--- config.mk ---
export PLATFORM = sky130hd
export DESIGN_NAME = lrgd_div
export DESIGN_NICKNAME = d
export VERILOG_FILES = /design/src/rtl/lrgd_pkg.sv /design/src/rtl/lrgd_div.sv
export SDC_FILE = /design/constraint.sdc
export NUM_CORES = 1
export LEC_CHECK = 0
export ABC_CLOCK_PERIOD_IN_PS = 6600
export BUFFER_PORTS_ARGS = -buffer_cell sky130_fd_sc_hd__buf_2
export CAP_MARGIN = 20
export CORE_ASPECT_RATIO = 0.8
export CORE_UTILIZATION = 54
export DETAILED_ROUTE_END_ITERATION = 8
export PLACE_DENSITY = 0.85
export SLEW_MARGIN = 10
export SYNTH_ARGS = -nofsm -noshare
export SYNTH_HDL_FRONTEND = slang
export SYNTH_SLANG_ARGS = --single-unit
--- constraint.sdc ---
create_clock -name clock -period 6.6 [get_ports clock]
set_clock_uncertainty 0.1 [all_clocks]
set_input_delay 1.32 -clock clock [delete_from_list [all_inputs] [get_ports clock]]
set_output_delay 1.32 -clock clock [all_outputs]
set_load 0.005 [all_outputs]
--- src/rtl/lrgd_pkg.sv ---
// ----------------------------------------------------------------------------
// lrgd_pkg
// Shared types, constants and helpers of the linear regression trainer.
// ----------------------------------------------------------------------------
package lrgd_pkg;

   localparam int MAX_SAMPLES = 256;
   localparam int ADDR_W      = (MAX_SAMPLES > 1) ? $clog2(MAX_SAMPLES) : 1;
   localparam int COUNT_W     = $clog2(MAX_SAMPLES + 1);
   localparam int DATA_W      = 32;
   localparam int ACC_W       = 64;
   localparam int Q_FRAC      = 16;
   localparam int LR_W        = 16;
   localparam int EPOCH_W     = 16;
   localparam int PROD_W      = LR_W + DATA_W + 1;
   localparam int CSR_ADDR_W  = 4;
   localparam int DIV_CNT_W   = $clog2(ACC_W);

   localparam logic [LR_W-1:0]    LEARN_RATE_RESET  = 16'd66;
   localparam logic [EPOCH_W-1:0] EPOCH_COUNT_RESET = 16'd2000;

   typedef enum logic [1:0] {
      REG_START_WEIGHT = 2'd0,
      REG_START_BIAS   = 2'd1,
      REG_LEARN_RATE   = 2'd2,
      REG_EPOCH_COUNT  = 2'd3
   } csr_reg_type;

   typedef enum logic {
      PASS_COST = 1'b0,
      PASS_GRAD = 1'b1
   } pass_mode_type;

   typedef enum logic [3:0] {
      ST_IDLE,
      ST_COST_RUN,
      ST_COST_DIV,
      ST_GRAD_RUN,
      ST_DIV_W,
      ST_DIV_B,
      ST_UPD_MUL,
      ST_UPD_APPLY,
      ST_DONE
   } trainer_state_type;

   typedef struct packed {
      logic signed [DATA_W-1:0] sample_in_x;
      logic signed [DATA_W-1:0] sample_in_y;
      logic                     last_sample;
   } req_data_type;

   typedef struct packed {
      logic signed [DATA_W-1:0] trained_weight;
      logic signed [DATA_W-1:0] trained_bias;
      logic [DATA_W-1:0]        initial_cost;
      logic [DATA_W-1:0]        final_cost;
      logic                     samples_dropped;
   } rsp_data_type;

   typedef struct packed {
      logic                    done;
      logic [ACC_W-1:0]        err_sum;
      logic signed [ACC_W-1:0] grad_w_sum;
      logic signed [ACC_W-1:0] grad_b_sum;
   } pass_status_type;

   function automatic logic signed [DATA_W-1:0] sat32(input logic signed [ACC_W-1:0] v);
      logic signed [ACC_W-1:0] hi;
      logic signed [ACC_W-1:0] lo;
      hi = ACC_W'(64'sh0000_0000_7FFF_FFFF);
      lo = ACC_W'(-64'sh0000_0000_8000_0000);
      if (v > hi) begin
         sat32 = {1'b0, {(DATA_W-1){1'b1}}};
      end else if (v < lo) begin
         sat32 = {1'b1, {(DATA_W-1){1'b0}}};
      end else begin
         sat32 = v[DATA_W-1:0];
      end
   endfunction

endpackage

--- src/rtl/lrgd_div.sv ---
// ----------------------------------------------------------------------------
// lrgd_div
// Restoring divider, 64-bit dividend by sample count, one bit per cycle.
// ----------------------------------------------------------------------------
module lrgd_div (
   input  logic                        clock,
   input  logic                        reset,
   input  logic                        start,
   input  logic [lrgd_pkg::ACC_W-1:0]  dividend,
   input  logic [lrgd_pkg::COUNT_W-1:0] divisor,
   output logic                        done,
   output logic [lrgd_pkg::ACC_W-1:0]  quotient
);

   logic                           busy_ff, busy_in;
   logic                           done_ff, done_in;
   logic [lrgd_pkg::DIV_CNT_W-1:0] step_ff, step_in;
   logic [lrgd_pkg::ACC_W-1:0]     dvd_ff, dvd_in;
   logic [lrgd_pkg::COUNT_W-1:0]   rem_ff, rem_in;
   logic [lrgd_pkg::COUNT_W-1:0]   dsr_ff, dsr_in;
   logic [lrgd_pkg::COUNT_W:0]     trial;
   logic                           qbit;

   always_comb begin
      busy_in = busy_ff;
      done_in = 1'b0;
      step_in = step_ff;
      dvd_in  = dvd_ff;
      rem_in  = rem_ff;
      dsr_in  = dsr_ff;
      trial   = {rem_ff, dvd_ff[lrgd_pkg::ACC_W-1]};
      qbit    = (trial >= {1'b0, dsr_ff});
      if (start) begin
         busy_in = 1'b1;
         step_in = '0;
         dvd_in  = dividend;
         rem_in  = '0;
         dsr_in  = divisor;
      end else if (busy_ff) begin
         rem_in = qbit ? lrgd_pkg::COUNT_W'(trial - {1'b0, dsr_ff})
                       : trial[lrgd_pkg::COUNT_W-1:0];
         dvd_in = {dvd_ff[lrgd_pkg::ACC_W-2:0], qbit};
         step_in = step_ff + 1'b1;
         if (step_ff == lrgd_pkg::DIV_CNT_W'(lrgd_pkg::ACC_W - 1)) begin
            busy_in = 1'b0;
            done_in = 1'b1;
         end
      end
   end

   always_ff @(posedge clock) begin
      if (reset) begin
         busy_ff <= 1'b0;
         done_ff <= 1'b0;
         step_ff <= '0;
      end else begin
         busy_ff <= busy_in;
         done_ff <= done_in;
         step_ff <= step_in;
      end
      dvd_ff <= dvd_in;
      rem_ff <= rem_in;
      dsr_ff <= dsr_in;
   end

   assign done     = done_ff;
   assign quotient = dvd_ff;

endmodule

======== After elaboration in Yosys (flattened, before gate mapping) ========
Index checks and enable logic that the tools add are counted.
storage, ports and cells
  register bits ........................... 90
  latch bits .............................. 0
  bits in writable memories ............... 0
  ROM bits ................................ 0
  output and inout port bits .............. 65
  word-level logic and storage cells ...... 21
  memories ................................ 0
operators by class
  add/sub/neg operators ................... 2
  multiply operators ...................... 0
  div/mod/pow operators ................... 0
  magnitude comparators ................... 1
  equality and inequality tests ........... 1
  shifts and indexed selects .............. 0
  mux-type cells .......................... 7
  bitwise operators ....................... 1
  reductions and logical operators ........ 3
operators by type and width
  kind                   number
  $mux W64               2
  $ge A10 B9 Y1          1
  $mux W9                1
  $sub A9 B9 Y9          1
  $add A6 B1 Y6 const B  1
  $eq A6 B6 Y1 const B   1
  $mux W1                4
  $reduce_or A3 Y1       1
  $reduce_bool A2 Y1     1
  $reduce_or A2 Y1       1
  $not A1 Y1             1

======== Depth between registers and ports, before layout ========
  depth in word-level cells ............... 4
  depth in mapped cells ................... 10
  depth with buffers taken out ............ 9

======== Worst setup path before layout ========
OpenSTA, ideal clock, no wires.
  kind .................................... input to register
  start ................................... input port start
  end ..................................... register dvd_ff, in the netlist quotient[0], enable pin
  arrival time ............................ 2881 ps
  required time ........................... 6106 ps
  path slack .............................. 3225 ps
  stages on the path ...................... 3
  buffers on the path ..................... 2
  cells stage by stage .................... clkbuf_1 > clkbuf_1 > or2_2
on the way
  word-level cells in the longest chain between the ends .. 1
RTL lines
  what                          RTL line        text
  start, declared               lrgd_div.sv:8   input logic start,
  $reduce_bool A2 Y1 (no line)  -
  end signal, assigned          lrgd_div.sv:61  dvd_ff <= dvd_in;
  end, declared                 lrgd_div.sv:18  logic [lrgd_pkg::ACC_W-1:0] dvd_ff, dvd_in;
No other way between the ends.
A chain may end at the register's enable or synchronous reset.

======== Worst setup path in the final report ========
  start ................................... input port start
  end ..................................... register dvd_ff, in the netlist quotient[5], enable pin
Same word-level chain as after synthesis.

==> metrics.txt <==
cell internal power dissipation 0.000949 W; number of filler cells placed in the layout 584; FP Rows 28; number of nets with antenna violations after detailed routing 0; maximum vdd ir drop 0.154 mV; clock latency on the worst-skew pair 0.35 ns; number of buffers created by CTS 9; maximum clock insertion buffer count 2; number of flops mapped to enable cells by yosys 73; beginning of the critical path start; Min-Delay Path Depth 2; async set-or-reset flop fraction in the synthesized netlist 0%; H-Tree Depth 3; switching share of power a little over a quarter; number of vias per cell after detailed routing 5.28; total die area between 8000 and 9000 sq um; io pins 141; number of global-route vias before repair 2,838; First-pass DRT Iterations 4; Initial DRC Count 108; post-synth cell types 39; area used by multi-input combinational logic between 1500 and 2000 sq um; cell with the most instances on the worst path sky130_fd_sc_hd__buf_4; part of the power in the clock network 26.8%; Least-Margin Pin Slew 0.804 ns; buffers plus inverters on the worst setup path 3; internal reg-to-reg setup slack 3.77 ns; category of the most critical setup path primary input to register; CP required 6.48 ns; critical-path maximum fanout 64; startpoint type of the worst setup path primary input; source of the worst register-to-register timing path quotient[63]; total of flip-flops plus latches after synthesis 90; sequential share of power 55.0%; area of the core region 7430 sq um; final routed DRC violation total 0; net count of the finished layout 520; weighted congestion reported at the end of routability-driven placement 0.779; CTS clk-pin slew, worst paths 0.08 ns; Final setup violation count 0; hold crit path type register to register; RSZ-0062 raised after global routing false; termination of the worst setup path quotient[5]; chip height 80.4 microns; Placed Area 4950 sq um; outcome finished, final reports clean; ant diodes 0; net switching power figure 0.000339 W; share of post-route cells with drive strength above 1 52.1%; final HPWL from detailed placement 6.07 mm; Resized cells post-CTS 0; Post-CTS Hold Buffers 0; cell at the root of the clock tree sky130_fd_sc_hd__clkbuf_8; crit-path max cell delay 0.62 ns; leakage power 2.16 nW; Starting Density 55.8%; average routed wire per standard cell 16.0 microns; cell area after layout between 5000 and 6000 sq um; total congestion overflow 0; pin count of the biggest net entering global routing between 60 and 70; Primary FF master, synth sky130_fd_sc_hd__edfxtp_1; total via count in the routed design 2,868; first-pass GRT wire length 13.6 mm; portion of total power attributed to combinational logic 18.2%; Worst path depth 4; list of cells traversed by the critical path buf_4 > buf_4 > or2_2 > buf_4; endpoint of the worst register-to-register path rem_ff[3]; Critical-path top delay cell sky130_fd_sc_hd__buf_4; Max Clock Freq between 300 and 400 MHz; yosys synthesis warning count 0; final hold vios 0; Setup crit end kind register; max cap viols 0; Die Wd ~100 microns; depth of the worst register-to-register path 9; # clock sinks 90; power per cell area 251 nW/um^2; post-layout minimum cycle time 3.29 ns; Avg Inst Size Synth around 14 sq um; endpoint arrival time on the critical path 3.17 ns; netlist area before placement roughly 4100 sq um; Total Routing Usage GR 22.4%; portion of the post-synthesis area used by sequential elements 61.1%; worst-case headroom to the max-slew limit 46.4%; Buffers on Ports 140; fin crit share 49.8%; Area growth syn-to-layout 23.6%; synthesized netlist cell count around 290; Worst path top cell family by delay buffers and inverters; combined flip-flop and latch cell area ~2500 sq um; post-CTS repair timing setup buffer count 0; Total Neg Setup Slack 0 ns; number of antenna violations at the first check in global routing 0; Final Slew Violations 0; final WL approximately 8.7 mm; Mapped Nets 380; CTS tree done
-- logic make-up after synthesis --
logic type | after synthesis | synth area share [%]
fa+ha+maj | 11 | 3.50
flops | 90 | 61.1
simple gates | 53 | 6.24
compound gates | 32 | 5.52
buf+inv | 26 | 2.47
mux | 73 | 19.5
xor+xnor | 8 | 1.69
-- layout by cell type (no fill, tap or decap), types with 2 or more instances in the layout --
cell                         n
sky130_fd_sc_hd__ha_1       10
sky130_fd_sc_hd__nand4_1     2
sky130_fd_sc_hd__nand2_1    11
sky130_fd_sc_hd__o211ai_1    3
sky130_fd_sc_hd__buf_4       4
sky130_fd_sc_hd__mux2_2     63
sky130_fd_sc_hd__o21ai_0     4
sky130_fd_sc_hd__inv_1      12
sky130_fd_sc_hd__or2_2       4
sky130_fd_sc_hd__buf_2     139
sky130_fd_sc_hd__or3_1       3
sky130_fd_sc_hd__clkinv_4    2
sky130_fd_sc_hd__a211oi_1    7
sky130_fd_sc_hd__xnor2_1     2
sky130_fd_sc_hd__a311oi_1    3
sky130_fd_sc_hd__nor2_1     21
sky130_fd_sc_hd__a21oi_1     7
sky130_fd_sc_hd__nand3_1     2
sky130_fd_sc_hd__xor2_1      6
sky130_fd_sc_hd__clkbuf_8   10
sky130_fd_sc_hd__edfxtp_1   73
sky130_fd_sc_hd__dfxtp_1    17
sky130_fd_sc_hd__mux2i_1    10
sky130_fd_sc_hd__nand3b_1    3
sky130_fd_sc_hd__a21o_1      2
-- power groups by stage --
stage	clock network, W	registers (W)	logic, W
2_1_floorplan	0	0.000720	0.000138
3_3_place_gp	0	0.000719	0.000224
3_5_place_dp	0	0.000720	0.000233
4_1_cts	0.000356	0.000708	0.000234
5_1_grt	0.000375	0.000715	0.000257
6_report	0.000346	0.000708	0.000234
-- how the worst min path moves through the flow --
stage | start | end | slack [ns]
3_5_place_dp | step_ff[5] | done | 0.38
3_3_place_gp | step_ff[5] | done | 0.37
5_1_grt | step_ff[5] | done | 0.43
6_report | step_ff[5] | done | 0.40
2_1_floorplan | step_ff[5] | done | 0.34
4_1_cts | step_ff[5] | done | 0.39
-- per-layer routing --
| layer | global-route usage (%) | routed length [microns] | vias to the layer above | part of all wire (%) |
|---|---|---|---|---|
| met2 | 36.6 | 4280 | 97 | 49 |
| met4 | 7.97 | 165 | 0 | 1.9 |
| met3 | 7.22 | 573 | 16 | 6.6 |
| met5 | 0 | 0 | - | 0 |
| met1 | 28.3 | 3680 | 1374 | 42 |
| li1 | - | - | 1381 | - |
-- registers in the layout, indices dropped and copies added, names as in the netlist --
name and flops:
busy_ff 1, done 1, step_ff 6, quotient 64, rem_ff 9, dsr_ff 9
-- stage by stage --
stage	hold WS [ns]	utilization [%]	setup slack, ns	instances	total power [W]
2_1_floorplan	0.345	-	3.23	293	0.000858
3_3_place_gp	0.365	66.6	2.97	527	0.000943
3_5_place_dp	0.376	66.6	2.92	527	0.000953
4_1_cts	0.392	69.0	3.32	543	0.00130
5_1_grt	0.425	69.0	3.19	543	0.00135
6_report	0.396	69.0	3.31	543	0.00129
-- cells in the mapped netlist, drive strengths merged, types with 3 or more instances --
cell	count	area share (%)
nor2	21	1.9
or2	4	0.60
inv	12	1.1
or3	3	0.45
clkbuf	10	0.91
mux2i	10	2.4
edfxtp	73	53
a21oi	7	0.84
a311oi	4	1.0
o211ai	3	0.54
nand3b	3	0.54
buf	4	0.48
a211oi	7	1.3
o21ai	4	0.48
nand2	11	1.0
ha	10	3.0
mux2	63	17
dfxtp	17	8.2
xor2	6	1.3
-- final cells by class --
class                   count  share of cell area (%)
inverters                  12                   0.878
repair buffers            143                    14.2
well taps                 105                    2.56
clock inverters             5                   0.756
flip-flops and latches     90                    49.4
clock buffers              11                    2.76
multi-input cells         177                    29.5
-- worst register-to-register path: cells and delay by family, from the launching register on --
kind / cells / cell delay [ns]
DFF: 1 / 0.42
muxes: 1 / 0.29
AOI/OAI and AO/OA: 4 / 1.20
adders and majority gates: 2 / 0.55
buffers and inverters: 2 / 0.14
Power figures use the tool's default switching activity.
